File: src/hdl/uca_pkg.sv
// Shared types and constants for the UART command alarm annunciator.
// Holds the command text table, the word op codes and the message codes.
// No dependencies.
`default_nettype none

package uca_pkg;

  localparam int LINE_CAPACITY_DEF = 32;
  localparam int QUEUE_DEPTH       = 2;
  localparam int NUM_CMDS          = 10;
  localparam int CMD_TEXT_W        = 128;

  localparam logic [7:0] CHAR_CR = 8'h0D;
  localparam logic [7:0] CHAR_LF = 8'h0A;

  // Command line indexes into the text table
  localparam int CMD_DUMP_START = 0;
  localparam int CMD_DUMP_END   = 1;
  localparam int CMD_LOGIN      = 2;
  localparam int CMD_FAILURE    = 3;
  localparam int CMD_LOCKOUT    = 4;
  localparam int CMD_BREACH     = 5;
  localparam int CMD_TAMPER     = 6;
  localparam int CMD_PFAIL      = 7;
  localparam int CMD_PRESTORE   = 8;
  localparam int CMD_WDT        = 9;

  localparam logic [CMD_TEXT_W-1:0] CMD_TEXT [NUM_CMDS] = '{
    CMD_TEXT_W'("=== LOG DUMP ==="),
    CMD_TEXT_W'("=== END ==="),
    CMD_TEXT_W'({"LOGIN", "_OK"}),
    CMD_TEXT_W'("FAILURE"),
    CMD_TEXT_W'({"LOCKOUT", "_END"}),
    CMD_TEXT_W'("BREACH"),
    CMD_TEXT_W'("Tamper"),
    CMD_TEXT_W'({"POWER", "_FAIL"}),
    CMD_TEXT_W'("POWER RESTORED"),
    CMD_TEXT_W'({"WDT", "_RESET"})
  };

  localparam int CMD_LEN [NUM_CMDS] = '{16, 11, 8, 7, 11, 6, 6, 10, 14, 9};

  // Message codes shown on the display
  localparam logic [2:0] MSG_GRANTED   = 3'd0;
  localparam logic [2:0] MSG_WRONG_PW  = 3'd1;
  localparam logic [2:0] MSG_WAITING   = 3'd2;
  localparam logic [2:0] MSG_BREACH    = 3'd3;
  localparam logic [2:0] MSG_TAMPER    = 3'd4;
  localparam logic [2:0] MSG_PWR_FAIL  = 3'd5;
  localparam logic [2:0] MSG_RESTORED  = 3'd6;
  localparam logic [2:0] MSG_RESTARTED = 3'd7;

  // Configuration register indexes
  localparam logic [1:0] REG_SUCCESS = 2'd0;
  localparam logic [1:0] REG_REMOTE  = 2'd1;
  localparam logic [1:0] REG_BREACH  = 2'd2;

  typedef enum logic [3:0] {
    OP_NONE,
    OP_TICK,
    OP_LOGIN,
    OP_FAILURE,
    OP_LOCKOUT,
    OP_BREACH,
    OP_TAMPER,
    OP_PFAIL,
    OP_PRESTORE,
    OP_WDT
  } op_t;

  // Character p of command k; only meaningful for p below the command length
  function automatic logic [7:0] cmd_char(input int k, input int p);
    int                    sh;
    logic [CMD_TEXT_W-1:0] txt;
    txt = CMD_TEXT[k];
    if (p < CMD_LEN[k]) begin
      sh = 8 * (CMD_LEN[k] - 1 - p);
      return txt[sh +: 8];
    end
    return 8'h00;
  endfunction

endpackage

`default_nettype wire

File: src/hdl/uca_front.sv
// Front end: accepts words, assembles lines and classifies them into ops.
// Matches every command incrementally as bytes arrive. Uses uca_pkg.
`default_nettype none

module uca_front #(
  parameter int LINE_CAPACITY = uca_pkg::LINE_CAPACITY_DEF
) (
  input  wire logic         clk,
  input  wire logic         rst,
  input  wire logic         in_valid,
  output logic              in_ready,
  input  wire logic         req_type,
  input  wire logic [7:0]   rx_byte,
  output logic              push_valid,
  input  wire logic         push_ready,
  output uca_pkg::op_t      push_op
);
  import uca_pkg::*;

  localparam int FILL_W = $clog2(LINE_CAPACITY + 1);

  logic [FILL_W-1:0]   fill, fill_next;
  logic                too_long, too_long_next;
  logic                in_log, in_log_next;
  logic [NUM_CMDS-1:0] match, match_next;
  logic [NUM_CMDS-1:0] hit;
  logic                accept;
  logic                is_term;
  op_t                 op;

  assign in_ready   = push_ready;
  assign push_valid = in_valid;
  assign push_op    = op;
  assign accept     = in_valid && push_ready;
  assign is_term    = (rx_byte == CHAR_CR) || (rx_byte == CHAR_LF);

  // Whole-line match: every byte so far agreed and the length is exact
  always_comb begin
    for (int k = 0; k < NUM_CMDS; k++) begin
      hit[k] = match[k] && (fill == FILL_W'(CMD_LEN[k]));
    end
  end

  always_comb begin
    op            = OP_NONE;
    fill_next     = fill;
    too_long_next = too_long;
    in_log_next   = in_log;
    match_next    = match;
    if (req_type) begin
      op = OP_TICK;
    end else if (is_term) begin
      if (!too_long && fill != '0) begin
        if (hit[CMD_DUMP_START]) begin
          in_log_next = 1'b1;
        end else if (in_log) begin
          if (hit[CMD_DUMP_END]) in_log_next = 1'b0;
        end else if (hit[CMD_LOGIN]) begin
          op = OP_LOGIN;
        end else if (hit[CMD_FAILURE]) begin
          op = OP_FAILURE;
        end else if (hit[CMD_LOCKOUT]) begin
          op = OP_LOCKOUT;
        end else if (hit[CMD_BREACH]) begin
          op = OP_BREACH;
        end else if (hit[CMD_TAMPER]) begin
          op = OP_TAMPER;
        end else if (hit[CMD_PFAIL]) begin
          op = OP_PFAIL;
        end else if (hit[CMD_PRESTORE]) begin
          op = OP_PRESTORE;
        end else if (hit[CMD_WDT]) begin
          op = OP_WDT;
        end
      end
      fill_next     = '0;
      too_long_next = 1'b0;
      match_next    = '1;
    end else if (!too_long) begin
      if (fill < FILL_W'(LINE_CAPACITY)) begin
        for (int k = 0; k < NUM_CMDS; k++) begin
          match_next[k] = match[k] && (int'(fill) < CMD_LEN[k]) &&
                          (rx_byte == cmd_char(k, int'(fill)));
        end
        fill_next = fill + FILL_W'(1);
      end else begin
        // Drop the line up to its terminator
        too_long_next = 1'b1;
        fill_next     = '0;
      end
    end
  end

  always_ff @(posedge clk) begin
    if (rst) begin
      fill     <= '0;
      too_long <= 1'b0;
      in_log   <= 1'b0;
      match    <= '1;
    end else if (accept) begin
      fill     <= fill_next;
      too_long <= too_long_next;
      in_log   <= in_log_next;
      match    <= match_next;
    end
  end

endmodule

`default_nettype wire

File: src/hdl/uca_queue.sv
// Short op queue between the front end and the back end.
// Two entries, so each side can stall on its own. Uses uca_pkg.
`default_nettype none

module uca_queue (
  input  wire logic         clk,
  input  wire logic         rst,
  input  wire logic         push_valid,
  output logic              push_ready,
  input  wire uca_pkg::op_t push_op,
  output logic              pop_valid,
  input  wire logic         pop_ready,
  output uca_pkg::op_t      pop_op
);
  import uca_pkg::*;

  localparam int PTR_W = $clog2(QUEUE_DEPTH);
  localparam int CNT_W = $clog2(QUEUE_DEPTH + 1);

  op_t              entry [QUEUE_DEPTH];
  logic [PTR_W-1:0] wr_ptr, rd_ptr;
  logic [CNT_W-1:0] count;
  logic             push, pop;

  assign push_ready = (count != CNT_W'(QUEUE_DEPTH));
  assign pop_valid  = (count != '0);
  assign pop_op     = entry[rd_ptr];
  assign push       = push_valid && push_ready;
  assign pop        = pop_valid && pop_ready;

  always_ff @(posedge clk) begin
    if (push) entry[wr_ptr] <= push_op;
  end

  always_ff @(posedge clk) begin
    if (rst) begin
      wr_ptr <= '0;
      rd_ptr <= '0;
      count  <= '0;
    end else begin
      if (push) begin
        wr_ptr <= (wr_ptr == PTR_W'(QUEUE_DEPTH - 1)) ? '0 : wr_ptr + PTR_W'(1);
      end
      if (pop) begin
        rd_ptr <= (rd_ptr == PTR_W'(QUEUE_DEPTH - 1)) ? '0 : rd_ptr + PTR_W'(1);
      end
      if (push && !pop) count <= count + CNT_W'(1);
      else if (pop && !push) count <= count - CNT_W'(1);
    end
  end

endmodule

`default_nettype wire

File: src/hdl/uca_back.sv
// Back end: carries out ops on the timers and indicators, holds the
// configuration registers and the output word register. Uses uca_pkg.
`default_nettype none

module uca_back (
  input  wire logic         clk,
  input  wire logic         rst,
  input  wire logic         cfg_write,
  input  wire logic [1:0]   cfg_index,
  input  wire logic [7:0]   cfg_data,
  input  wire logic         pop_valid,
  output logic              pop_ready,
  input  wire uca_pkg::op_t pop_op,
  output logic              out_valid,
  input  wire logic         out_ready,
  output logic              green_lamp,
  output logic              red_led,
  output logic              buzzer,
  output logic              message_valid,
  output logic [2:0]        message_code
);
  import uca_pkg::*;

  logic [7:0] success_secs, remote_secs, breach_secs;

  logic       short_on, short_on_next;
  logic       power_on, power_on_next;
  logic       success_on, success_on_next;
  logic [7:0] alarm_left, alarm_left_next;
  logic [7:0] green_left, green_left_next;
  logic       drv_green, drv_green_next;
  logic       drv_red, drv_red_next;
  logic       drv_buz, drv_buz_next;
  logic       msg_v;
  logic [2:0] msg_code;
  logic       pop;
  logic       alarm_start;
  logic [7:0] alarm_secs;

  assign pop_ready = !out_valid || out_ready;
  assign pop       = pop_valid && pop_ready;

  always_comb begin
    short_on_next   = short_on;
    power_on_next   = power_on;
    success_on_next = success_on;
    alarm_left_next = alarm_left;
    green_left_next = green_left;
    drv_green_next  = drv_green;
    drv_red_next    = drv_red;
    drv_buz_next    = drv_buz;
    msg_v           = 1'b0;
    msg_code        = MSG_GRANTED;
    alarm_start     = 1'b0;
    alarm_secs      = remote_secs;

    case (pop_op)
      OP_TICK: begin
        if (alarm_left != 8'd0) alarm_left_next = alarm_left - 8'd1;
        if (green_left != 8'd0) green_left_next = green_left - 8'd1;
      end
      OP_LOGIN: begin
        msg_v    = 1'b1;
        msg_code = MSG_GRANTED;
        if (!power_on) begin
          drv_green_next  = 1'b1;
          drv_red_next    = 1'b0;
          drv_buz_next    = 1'b0;
          short_on_next   = 1'b0;
          alarm_left_next = 8'd0;
          success_on_next = 1'b1;
          green_left_next = success_secs;
        end
      end
      OP_FAILURE: begin
        msg_v       = 1'b1;
        msg_code    = MSG_WRONG_PW;
        alarm_start = 1'b1;
      end
      OP_LOCKOUT: begin
        msg_v           = 1'b1;
        msg_code        = MSG_WAITING;
        short_on_next   = 1'b0;
        alarm_left_next = 8'd0;
        drv_red_next    = 1'b0;
        drv_buz_next    = 1'b0;
      end
      OP_BREACH: begin
        msg_v       = 1'b1;
        msg_code    = MSG_BREACH;
        alarm_start = 1'b1;
        alarm_secs  = breach_secs;
      end
      OP_TAMPER: begin
        msg_v       = 1'b1;
        msg_code    = MSG_TAMPER;
        alarm_start = 1'b1;
      end
      OP_PFAIL: begin
        msg_v           = 1'b1;
        msg_code        = MSG_PWR_FAIL;
        power_on_next   = 1'b1;
        short_on_next   = 1'b0;
        success_on_next = 1'b0;
        alarm_left_next = 8'd0;
        green_left_next = 8'd0;
        drv_green_next  = 1'b0;
        drv_red_next    = 1'b1;
        drv_buz_next    = 1'b1;
      end
      OP_PRESTORE: begin
        msg_v           = 1'b1;
        msg_code        = MSG_RESTORED;
        power_on_next   = 1'b0;
        short_on_next   = 1'b0;
        success_on_next = 1'b0;
        alarm_left_next = 8'd0;
        green_left_next = 8'd0;
        drv_green_next  = 1'b0;
        drv_red_next    = 1'b0;
        drv_buz_next    = 1'b0;
      end
      OP_WDT: begin
        msg_v    = 1'b1;
        msg_code = MSG_RESTARTED;
      end
      default: begin
      end
    endcase

    // Held power alarm blocks temporary alarms
    if (alarm_start && !power_on) begin
      drv_green_next  = 1'b0;
      drv_red_next    = 1'b1;
      drv_buz_next    = 1'b1;
      success_on_next = 1'b0;
      green_left_next = 8'd0;
      short_on_next   = 1'b1;
      alarm_left_next = alarm_secs;
    end

    // Expire timers that have reached zero
    if (short_on_next && alarm_left_next == 8'd0) begin
      short_on_next = 1'b0;
      drv_red_next  = 1'b0;
      drv_buz_next  = 1'b0;
    end
    if (success_on_next && green_left_next == 8'd0) begin
      success_on_next = 1'b0;
      drv_green_next  = 1'b0;
    end
  end

  always_ff @(posedge clk) begin
    if (rst) begin
      success_secs <= 8'd3;
      remote_secs  <= 8'd5;
      breach_secs  <= 8'd10;
    end else if (cfg_write) begin
      case (cfg_index)
        REG_SUCCESS: success_secs <= cfg_data;
        REG_REMOTE:  remote_secs  <= cfg_data;
        REG_BREACH:  breach_secs  <= cfg_data;
        default: begin
        end
      endcase
    end
  end

  always_ff @(posedge clk) begin
    if (rst) begin
      short_on   <= 1'b0;
      power_on   <= 1'b0;
      success_on <= 1'b0;
      alarm_left <= 8'd0;
      green_left <= 8'd0;
      drv_green  <= 1'b0;
      drv_red    <= 1'b0;
      drv_buz    <= 1'b0;
      out_valid  <= 1'b0;
    end else begin
      if (pop) begin
        short_on   <= short_on_next;
        power_on   <= power_on_next;
        success_on <= success_on_next;
        alarm_left <= alarm_left_next;
        green_left <= green_left_next;
        drv_green  <= drv_green_next;
        drv_red    <= drv_red_next;
        drv_buz    <= drv_buz_next;
        out_valid  <= 1'b1;
      end else if (out_ready) begin
        out_valid <= 1'b0;
      end
    end
  end

  // Output word register
  always_ff @(posedge clk) begin
    if (pop) begin
      green_lamp    <= drv_green_next;
      red_led       <= drv_red_next;
      buzzer        <= drv_buz_next;
      message_valid <= msg_v;
      message_code  <= msg_code;
    end
  end

endmodule

`default_nettype wire

File: src/hdl/uart_command_alarm_annunciator_top.sv
// UART command alarm annunciator: front end, op queue and back end.
// Throughput: one word per cycle while the queue has room; a word's result is
// registered first in the queue and then in the back end's output register.
// A full two-entry queue holds off input while the output side stalls.
// Reset is synchronous: clears line state, timers, indicators, and loads
// the default on-times (3, 5 and 10 seconds).
`default_nettype none

module uart_command_alarm_annunciator_top #(
  parameter int LINE_CAPACITY = uca_pkg::LINE_CAPACITY_DEF
) (
  input  wire logic       clk,
  input  wire logic       rst,
  input  wire logic       cfg_write,
  input  wire logic [1:0] cfg_index,
  input  wire logic [7:0] cfg_data,
  input  wire logic       in_valid,
  output logic            in_ready,
  input  wire logic       req_type,
  input  wire logic [7:0] rx_byte,
  output logic            out_valid,
  input  wire logic       out_ready,
  output logic            green_lamp,
  output logic            red_led,
  output logic            buzzer,
  output logic            message_valid,
  output logic [2:0]      message_code
);
  import uca_pkg::*;

  logic push_valid, push_ready;
  op_t  push_op;
  logic pop_valid, pop_ready;
  op_t  pop_op;

  uca_front #(
    .LINE_CAPACITY(LINE_CAPACITY)
  ) u_front (
    .clk        (clk),
    .rst        (rst),
    .in_valid   (in_valid),
    .in_ready   (in_ready),
    .req_type   (req_type),
    .rx_byte    (rx_byte),
    .push_valid (push_valid),
    .push_ready (push_ready),
    .push_op    (push_op)
  );

  uca_queue u_queue (
    .clk        (clk),
    .rst        (rst),
    .push_valid (push_valid),
    .push_ready (push_ready),
    .push_op    (push_op),
    .pop_valid  (pop_valid),
    .pop_ready  (pop_ready),
    .pop_op     (pop_op)
  );

  uca_back u_back (
    .clk           (clk),
    .rst           (rst),
    .cfg_write     (cfg_write),
    .cfg_index     (cfg_index),
    .cfg_data      (cfg_data),
    .pop_valid     (pop_valid),
    .pop_ready     (pop_ready),
    .pop_op        (pop_op),
    .out_valid     (out_valid),
    .out_ready     (out_ready),
    .green_lamp    (green_lamp),
    .red_led       (red_led),
    .buzzer        (buzzer),
    .message_valid (message_valid),
    .message_code  (message_code)
  );

endmodule

`default_nettype wire

File: config.mk
export PLATFORM = sky130hd
export DESIGN_NAME = uart_command_alarm_annunciator_top
export DESIGN_NICKNAME = d
export VERILOG_FILES = /design/src/hdl/uca_pkg.sv /design/src/hdl/uca_front.sv /design/src/hdl/uca_queue.sv /design/src/hdl/uca_back.sv /design/src/hdl/uart_command_alarm_annunciator_top.sv
export SDC_FILE = /design/constraint.sdc
export NUM_CORES = 1
export LEC_CHECK = 0
export ABC_AREA = 1
export BUFFER_PORTS_ARGS = -buffer_cell sky130_fd_sc_hd__clkbuf_2
export CORE_MARGIN = 10
export CORE_UTILIZATION = 60
export CTS_CLUSTER_SIZE = 14
export DETAILED_ROUTE_END_ITERATION = 6
export GPL_TIMING_DRIVEN = 0
export PLACE_DENSITY = 0.75
export SLEW_MARGIN = 20
export SYNTH_ARGS = -nofsm -noshare
export SYNTH_HDL_FRONTEND = slang
export SYNTH_SLANG_ARGS = --single-unit
File: constraint.sdc
create_clock -name clk -period 7.3 [get_ports clk]
set_clock_uncertainty 0.1 [all_clocks]
set_input_delay 0 -clock clk [delete_from_list [all_inputs] [get_ports clk]]
set_output_delay 0 -clock clk [all_outputs]
set_load 0.01 [all_outputs]
==> results of run 1 <==
[per-stage QoR]
stage / cells / power, mW
3_3_place_gp: 1435 / 2.28
5_1_grt: 1466 / 3.04
3_5_place_dp: 1435 / 2.30
6_report: 1466 / 2.79
4_1_cts: 1466 / 2.76
2_1_floorplan: 1237 / 1.93
[power by group through the flow]
| stage | clock network, mW | registers [mW] | logic, mW |
|---|---|---|---|
| floorplan | 0 | 0.690 | 1.24 |
| global placement | 0 | 0.697 | 1.58 |
| detailed placement | 0 | 0.698 | 1.60 |
| CTS | 0.452 | 0.690 | 1.62 |
| global route | 0.473 | 0.708 | 1.86 |
| finish | 0.451 | 0.694 | 1.65 |
[routing by layer]
layer,global-route usage,vias to the layer above
li1,-,4168
met1,0.386,3898
met2,0.390,452
met3,0.0732,46
met4,0.0692,0
met5,0,-
[cells by family (layout without fill, tap and decap cells)]
group,count (synthesis),in the layout,synth area share
AO/OA/AOI/OAI,180,180,0.137
buffers and inverters,180,241,0.101
XOR/XNOR,29,29,0.0349
adder cells (fa/ha/maj),19,19,0.0317
AND/OR/NAND/NOR,744,744,0.448
flip-flops,85,85,0.247
[critical path: stages, from the launching register on]
cell and delay [ns]:
dfxtp_1 0.49, buf_2 0.29, inv_1 0.20, ha_1 0.47, inv_1 0.10, clkbuf_1 0.23
nor2_1 0.25, nand4_1 0.16, nand2_1 0.13, nand4_1 0.13, nor3_1 0.24, nand2_1 0.08
nor2_1 0.09, nand3_1 0.19, nand2_1 0.11
[worst max path at each step]
stage                                  from                       endpoint  slack, ns  cells past startpoint
5_1_grt        u_front.fill[1]$_SDFFE_PP0P_  u_front.match[9]$_SDFFE_PP1P_       3.91                     15
4_1_cts        u_front.fill[1]$_SDFFE_PP0P_  u_front.match[8]$_SDFFE_PP1P_       4.18                     14
6_report       u_front.fill[1]$_SDFFE_PP0P_  u_front.match[8]$_SDFFE_PP1P_       3.99                     14
3_5_place_dp   u_front.fill[1]$_SDFFE_PP0P_  u_front.match[8]$_SDFFE_PP1P_       4.20                     14
2_1_floorplan  u_front.fill[0]$_SDFFE_PP0P_  u_front.match[9]$_SDFFE_PP1P_       4.90                     17
3_3_place_gp   u_front.fill[1]$_SDFFE_PP0P_  u_front.match[8]$_SDFFE_PP1P_       4.24                     14
[area by class of cell]
| class | count | area [µm²] |
|---|---|---|
| clock inverters | 5 | 51.3 |
| inverters | 142 | 541 |
| multi-input cells | 972 | 4890 |
| repair buffers | 45 | 300 |
| plain buffers | 38 | 215 |
| clock buffers | 11 | 233 |
| well taps | 168 | 210 |
| flip-flops and latches | 85 | 1850 |
| fillers | 1204 | 3820 |
[cell usage in the layout, fill, tap and decap left out, types with 8 or more instances in the layout]
cell type / count
nand2_1: 351
nor2_1: 131
nand3_1: 128
inv_1: 119
o21ai_0: 75
dfxtp_1: 70
a21oi_1: 57
nand4_1: 30
clkbuf_2: 30
nand2_2: 28
nor3_1: 25
xor2_1: 25
clkbuf_1: 20
ha_1: 19
o211ai_1: 18
inv_2: 16
dlygate4sd3_1: 15
edfxtp_1: 15
nor2_2: 11
nand2_4: 10
clkbuf_16: 9
nor2_4: 8
clkinv_1: 8
[flip-flops by register name, summed over array words and instances (netlist names), 2 cells and up, named ones only]
register,flops
u_back.alarm_left,8
u_back.breach_secs,8
u_back.green_left,8
u_back.message_code,3
u_back.remote_secs,8
u_back.success_secs,8
u_front.fill,6
u_front.match,10
u_queue.count,2
u_queue.entry,8
==> summary.txt, run 1 <==
Floorplanning
  – Starting Density: 0.619
  – Rows: 40
  – Full die area: 0.0174 mm²
  – Boundary pin count: 33
  – Die H: 132 µm
  – CORE AREA: 0.0121 mm²
  – Die width: 132 µm

Hold path
  – Hold endpoint: u_back.breach_secs[3]$_SDFFE_PP1P_
  – Min-Delay Path Class: primary input to flop
  – Hold wc startpoint: cfg_index[0]
  – Worst hold stages: 4

Worst setup path
  – WP data arrival: 3.50 ns
  – WS Path Type: flop to flop
  – Reg-to-reg slack, setup: 3.99 ns
  – Worst setup SP type: flop
  – Crit path max fanout: 10
  – R2R cell count: 14
  – Required @ worst endpoint: 7.49 ns
  – R2R Path End: u_front.match[8]$_SDFFE_PP1P_
  – Crit Reg-Reg Startpoint: u_front.fill[1]$_SDFFE_PP0P_
  – Worst Setup End Kind: flop

Yosys
  – Count leader, synth: nand2_1
  – Synth top area share: 0.187
  – Yosys top cell by area: dfxtp_1
  – Number of synthesized flops with an enable pin: 15
  – Synth cell count leaders: 351 x nand2_1, 131 x nor2_1, 128 x nand3_1, 119 x inv_1, 75 x o21ai_0
  – Synth cell types: 47
  – Post-Synthesis Cells: 1237
  – Register bit total from synthesis: 85
  – Net Count, Synth: 1280
  – Main flop type after synthesis: dfxtp_1
  – Seq/Total Area, Yosys: 0.247
  – Area of the mapped netlist: 0.00750 mm²
  – Number of synthesis warnings: 0
  – Async SR Flop Fraction: 0
  – Synth Area per Inst: 6.06 µm²
  – Ranking of synthesized cells by area: dfxtp_1 19%, nand2_1 18%, nand3_1 8.5%, nor2_1 6.6%, edfxtp_1 6.0%

Clock tree
  – Post-CTS Resized: 0
  – Worst skew pair latency: 0.35 ns
  – Clk root buf: clkbuf_16
  – CTS tree: done
  – Worst-path clk slew: 0.06 ns
  – Max Root-Sink Buffers: 2
  – Clock sinks: 85
  – H-tree depth: 3
  – Cts bufs inserted: 9
  – Hold_buf cts: 15
  – Post-CTS Setup Bufs: 0

Timing
  – Final-report hold violation count: 0
  – WHS: 0.0113 ns
  – Period minus WS final: 3.31 ns
  – Sum Neg Setup Slack: 0 ns
  – Worst Tran Pin Value: 0.946 ns
  – Max-slew violations: 0
  – Final WS setup: 3.99 ns
  – Slew margin rel.: 0.364
  – Fmax: 302 MHz
  – RSZ-0062 raised after global routing: no
  – Period utilization: 0.453
  – Setup Viol. Count Final: 0

Routing
  – Routed Antenna Nets: 0
  – Met1 wire length: 10.8 mm
  – DRC: 0
  – Iter 0 DRT Violations: 1081
  – Via count: 8564
  – Via density per instance: 5.84
  – DRT Pass-1 Iters: 6
  – Routed Wire Length: 24.1 mm
  – Top routing layer in use: met4
  – Met3 WL: 2.89 mm
  – Routed len/inst: 16.4 µm
  – Wire length on met2: 9.93 mm

Global routing
  – Vias in the first global route: 7494
  – Global-route wire length before repair: 38.9 mm
  – Largest net degree at the start of global routing: 17
  – GR Util All Layers: 0.271
  – Grt total ovfl: 0
  – Antenna violations before repair: 0

Pwr
  – Switching portion of total power: 0.494
  – Leak pwr: 4.05 nW
  – Combinational power share: 0.590
  – Reg power frac: 0.248
  – Worst VDD drop: 0.217 mV
  – NetSw: 1.38 mW
  – Clock power frac: 0.161
  – Internal power: 1.41 mW
  – Pwr Density: 337 mW/mm²

Place
  – PortBufs: 30
  – Placed cell areas: 0.00786 mm²
  – Dpl ws: 4.20 ns
  – GP Congestion: 1.01
  – Hpwl dp: 18.0 mm

Layout
  – Area added between synthesis and finish: 10.6%
  – Layout cell share with drive strength beyond 1: 0.116
  – Final core occ: 0.685
  – Final Cell Area: 0.00829 mm²
  – Inserted Diodes: 0
  – Nets: 1336

Run status
  – Outcome: completed

Job
  – Maxcap violations: 0
No activity file was read; power rests on OpenSTA's default activity.
==> run 2, diff against run 1 <==
- CORE_UTILIZATION: 60 -> 57
- clock period: 7.3 -> 2.79 ns (I/O delays scaled with it)
==> summary.txt, run 2 (same netlist as run 1, synthesis figures left out) <==
Run status
  – Outcome: completed

Timing
  – Final-report hold violation count: 0
  – RSZ-0062 raised after global routing: yes
  – Sum Neg Setup Slack: 0 ns
  – Slew margin rel.: 0.349
  – Fmax: 373 MHz
  – Worst Tran Pin Value: 0.969 ns
  – Setup Viol. Count Final: 0
  – Max-slew violations: 0
  – Period utilization: 0.961
  – Period minus WS final: 2.68 ns
  – Final WS setup: 0.108 ns

Clock tree
  – Clock sinks: 85
  – H-tree depth: 3
  – Max Root-Sink Buffers: 2
  – Cts bufs inserted: 9
  – Worst skew pair latency: 0.35 ns
  – Worst-path clk slew: 0.07 ns
  – CTS tree: done
  – Clk root buf: clkbuf_16

Place
  – Dpl ws: -0.207 ns
  – GP Congestion: 0.987
  – Placed insts: 1439
  – Hpwl dp: 18.3 mm
  – Placed cell areas: 0.00787 mm²
  – PortBufs: 30

Pwr
  – Leak pwr: 4.18 nW
  – Clock power frac: 0.172
  – Reg power frac: 0.238
  – Pwr Density: 877 mW/mm²
  – Worst VDD drop: 0.395 mV
  – Switching portion of total power: 0.493
  – Combinational power share: 0.590
  – NetSw: 3.75 mW
  – Internal power: 3.86 mW
  – Design Power: 7.61 mW

Routing
  – Routed Wire Length: 24.8 mm
  – Iter 0 DRT Violations: 1047
  – Routed Antenna Nets: 0
  – Routed len/inst: 16.7 µm
  – Via density per instance: 5.80
  – Via count: 8591
  – DRC: 0
  – DRT Pass-1 Iters: 5

Floorplanning
  – Die width: 135 µm
  – Full die area: 0.0181 mm²
  – CORE AREA: 0.0128 mm²
  – Starting Density: 0.587
  – Die H: 135 µm
  – Boundary pin count: 33
  – Rows: 41

Layout
  – Inserted Diodes: 0
  – Most frequent cells in the layout: 347 x nand2_1, 125 x nand3_1, 123 x nor2_1
  – Top reg by flops: u_front.match
  – Area added between synthesis and finish: 15.7%
  – Final Non-Filler Cells: 1482
  – Final Cell Area: 0.00868 mm²
  – Fill count: 1214
  – Number of flip-flops under the largest register name: 10
  – Layout cell share with drive strength beyond 1: 0.154
  – Commonest non-fill, non-tap cell in the layout: nand2_1
  – Nets: 1348

Job
  – Maxcap violations: 0

Worst setup path
  – WP data arrival: 2.88 ns
  – Required @ worst endpoint: 2.99 ns
  – WS Path Type: flop to flop
  – Worst Setup End Kind: flop
  – Crit path max fanout: 11
  – Worst setup SP type: flop

Hold path
  – Min-Delay Path Class: primary input to flop

Global routing
  – GR Util All Layers: 0.266
  – Antenna violations before repair: 0
  – Largest net degree at the start of global routing: 17
  – Grt total ovfl: 0
  – Global-route wire length before repair: 39.2 mm
  – Vias in the first global route: 7539
## run 2: cell count changes in the layout (fill, tap and decap cells not counted), sizes merged
cell	delta
clkinv	-2
clkbuf	-1
clkinvlp	+3
buf	+12
## run 2: final timing paths
| kind | startpoint | to | slack, ns | cells past startpoint |
|---|---|---|---|---|
| max | u_front.fill[0]$_SDFFE_PP0P_ | u_front.match[7]$_SDFFE_PP1P_ | 0.11 | 15 |
| min | cfg_index[0] | u_back.breach_secs[3]$_SDFFE_PP1P_ | 0.009 | 4 |
| max reg2reg | u_front.fill[0]$_SDFFE_PP0P_ | u_front.match[7]$_SDFFE_PP1P_ | 0.11 | 15 |
| min reg2reg | u_queue.rd_ptr$_SDFFE_PP0P_ | u_queue.rd_ptr$_SDFFE_PP0P_ | 0.35 | 1 |
## run 2: repair_timing
action	CTS	global route
buffers inserted	1	11
resized for setup	18	54
hold buffers	15	0
endpoints found under the setup margin	8	12
hold endpoints to repair	29	0
pin swaps	0	12
## run 2: layer usage
metal	vias to the layer above	global-route usage	wire length, µm
met4	0	0.0665	348
met2	461	0.397	10700
met1	3903	0.381	10800
li1	4196	-	-
met3	31	0.0508	2910
met5	-	0	0
## run 2: layout make-up
type                            count  area [µm²]  area share
Multi-Input combinational cell    972        5060       0.583
Sequential cell                    85        1870       0.215
Inverter                          142         561      0.0646
Timing Repair Buffer               57         390      0.0450
Buffer                             38         260      0.0300
Clock buffer                       10         250      0.0288
Tap cell                          172         215      0.0248
Clock inverter                      6        73.8     0.00851
## run 2: worst max-delay path: stages, from the launching register on
cell      delay, ns
dfxtp_2        0.34
buf_6          0.11
inv_2          0.05
buf_8          0.15
buf_12         0.16
ha_1           0.21
nand3_1        0.14
a21boi_1       0.30
nand2_1        0.15
a21oi_2        0.20
o21ai_1        0.12
nand2_1        0.07
nand2_1        0.06
nor3_1         0.18
nand4_1        0.20
nand2_1        0.10
## run 2: power by group through the flow
stage | clock, mW | sequential, mW | combinational, mW
global route | 1.35 | 1.85 | 5.00
detailed placement | 0 | 1.83 | 4.22
floorplan | 0 | 1.81 | 3.24
global placement | 0 | 1.82 | 4.17
finish | 1.31 | 1.81 | 4.49
CTS | 1.31 | 1.81 | 4.31
## run 2: through the flow
stage                util  hold WS [ns]
floorplan               -       -0.0309
global route        0.679        0.0520
detailed placement  0.616         0.146
CTS                 0.658      0.000673
global placement    0.616         0.141
finish              0.679       0.00936
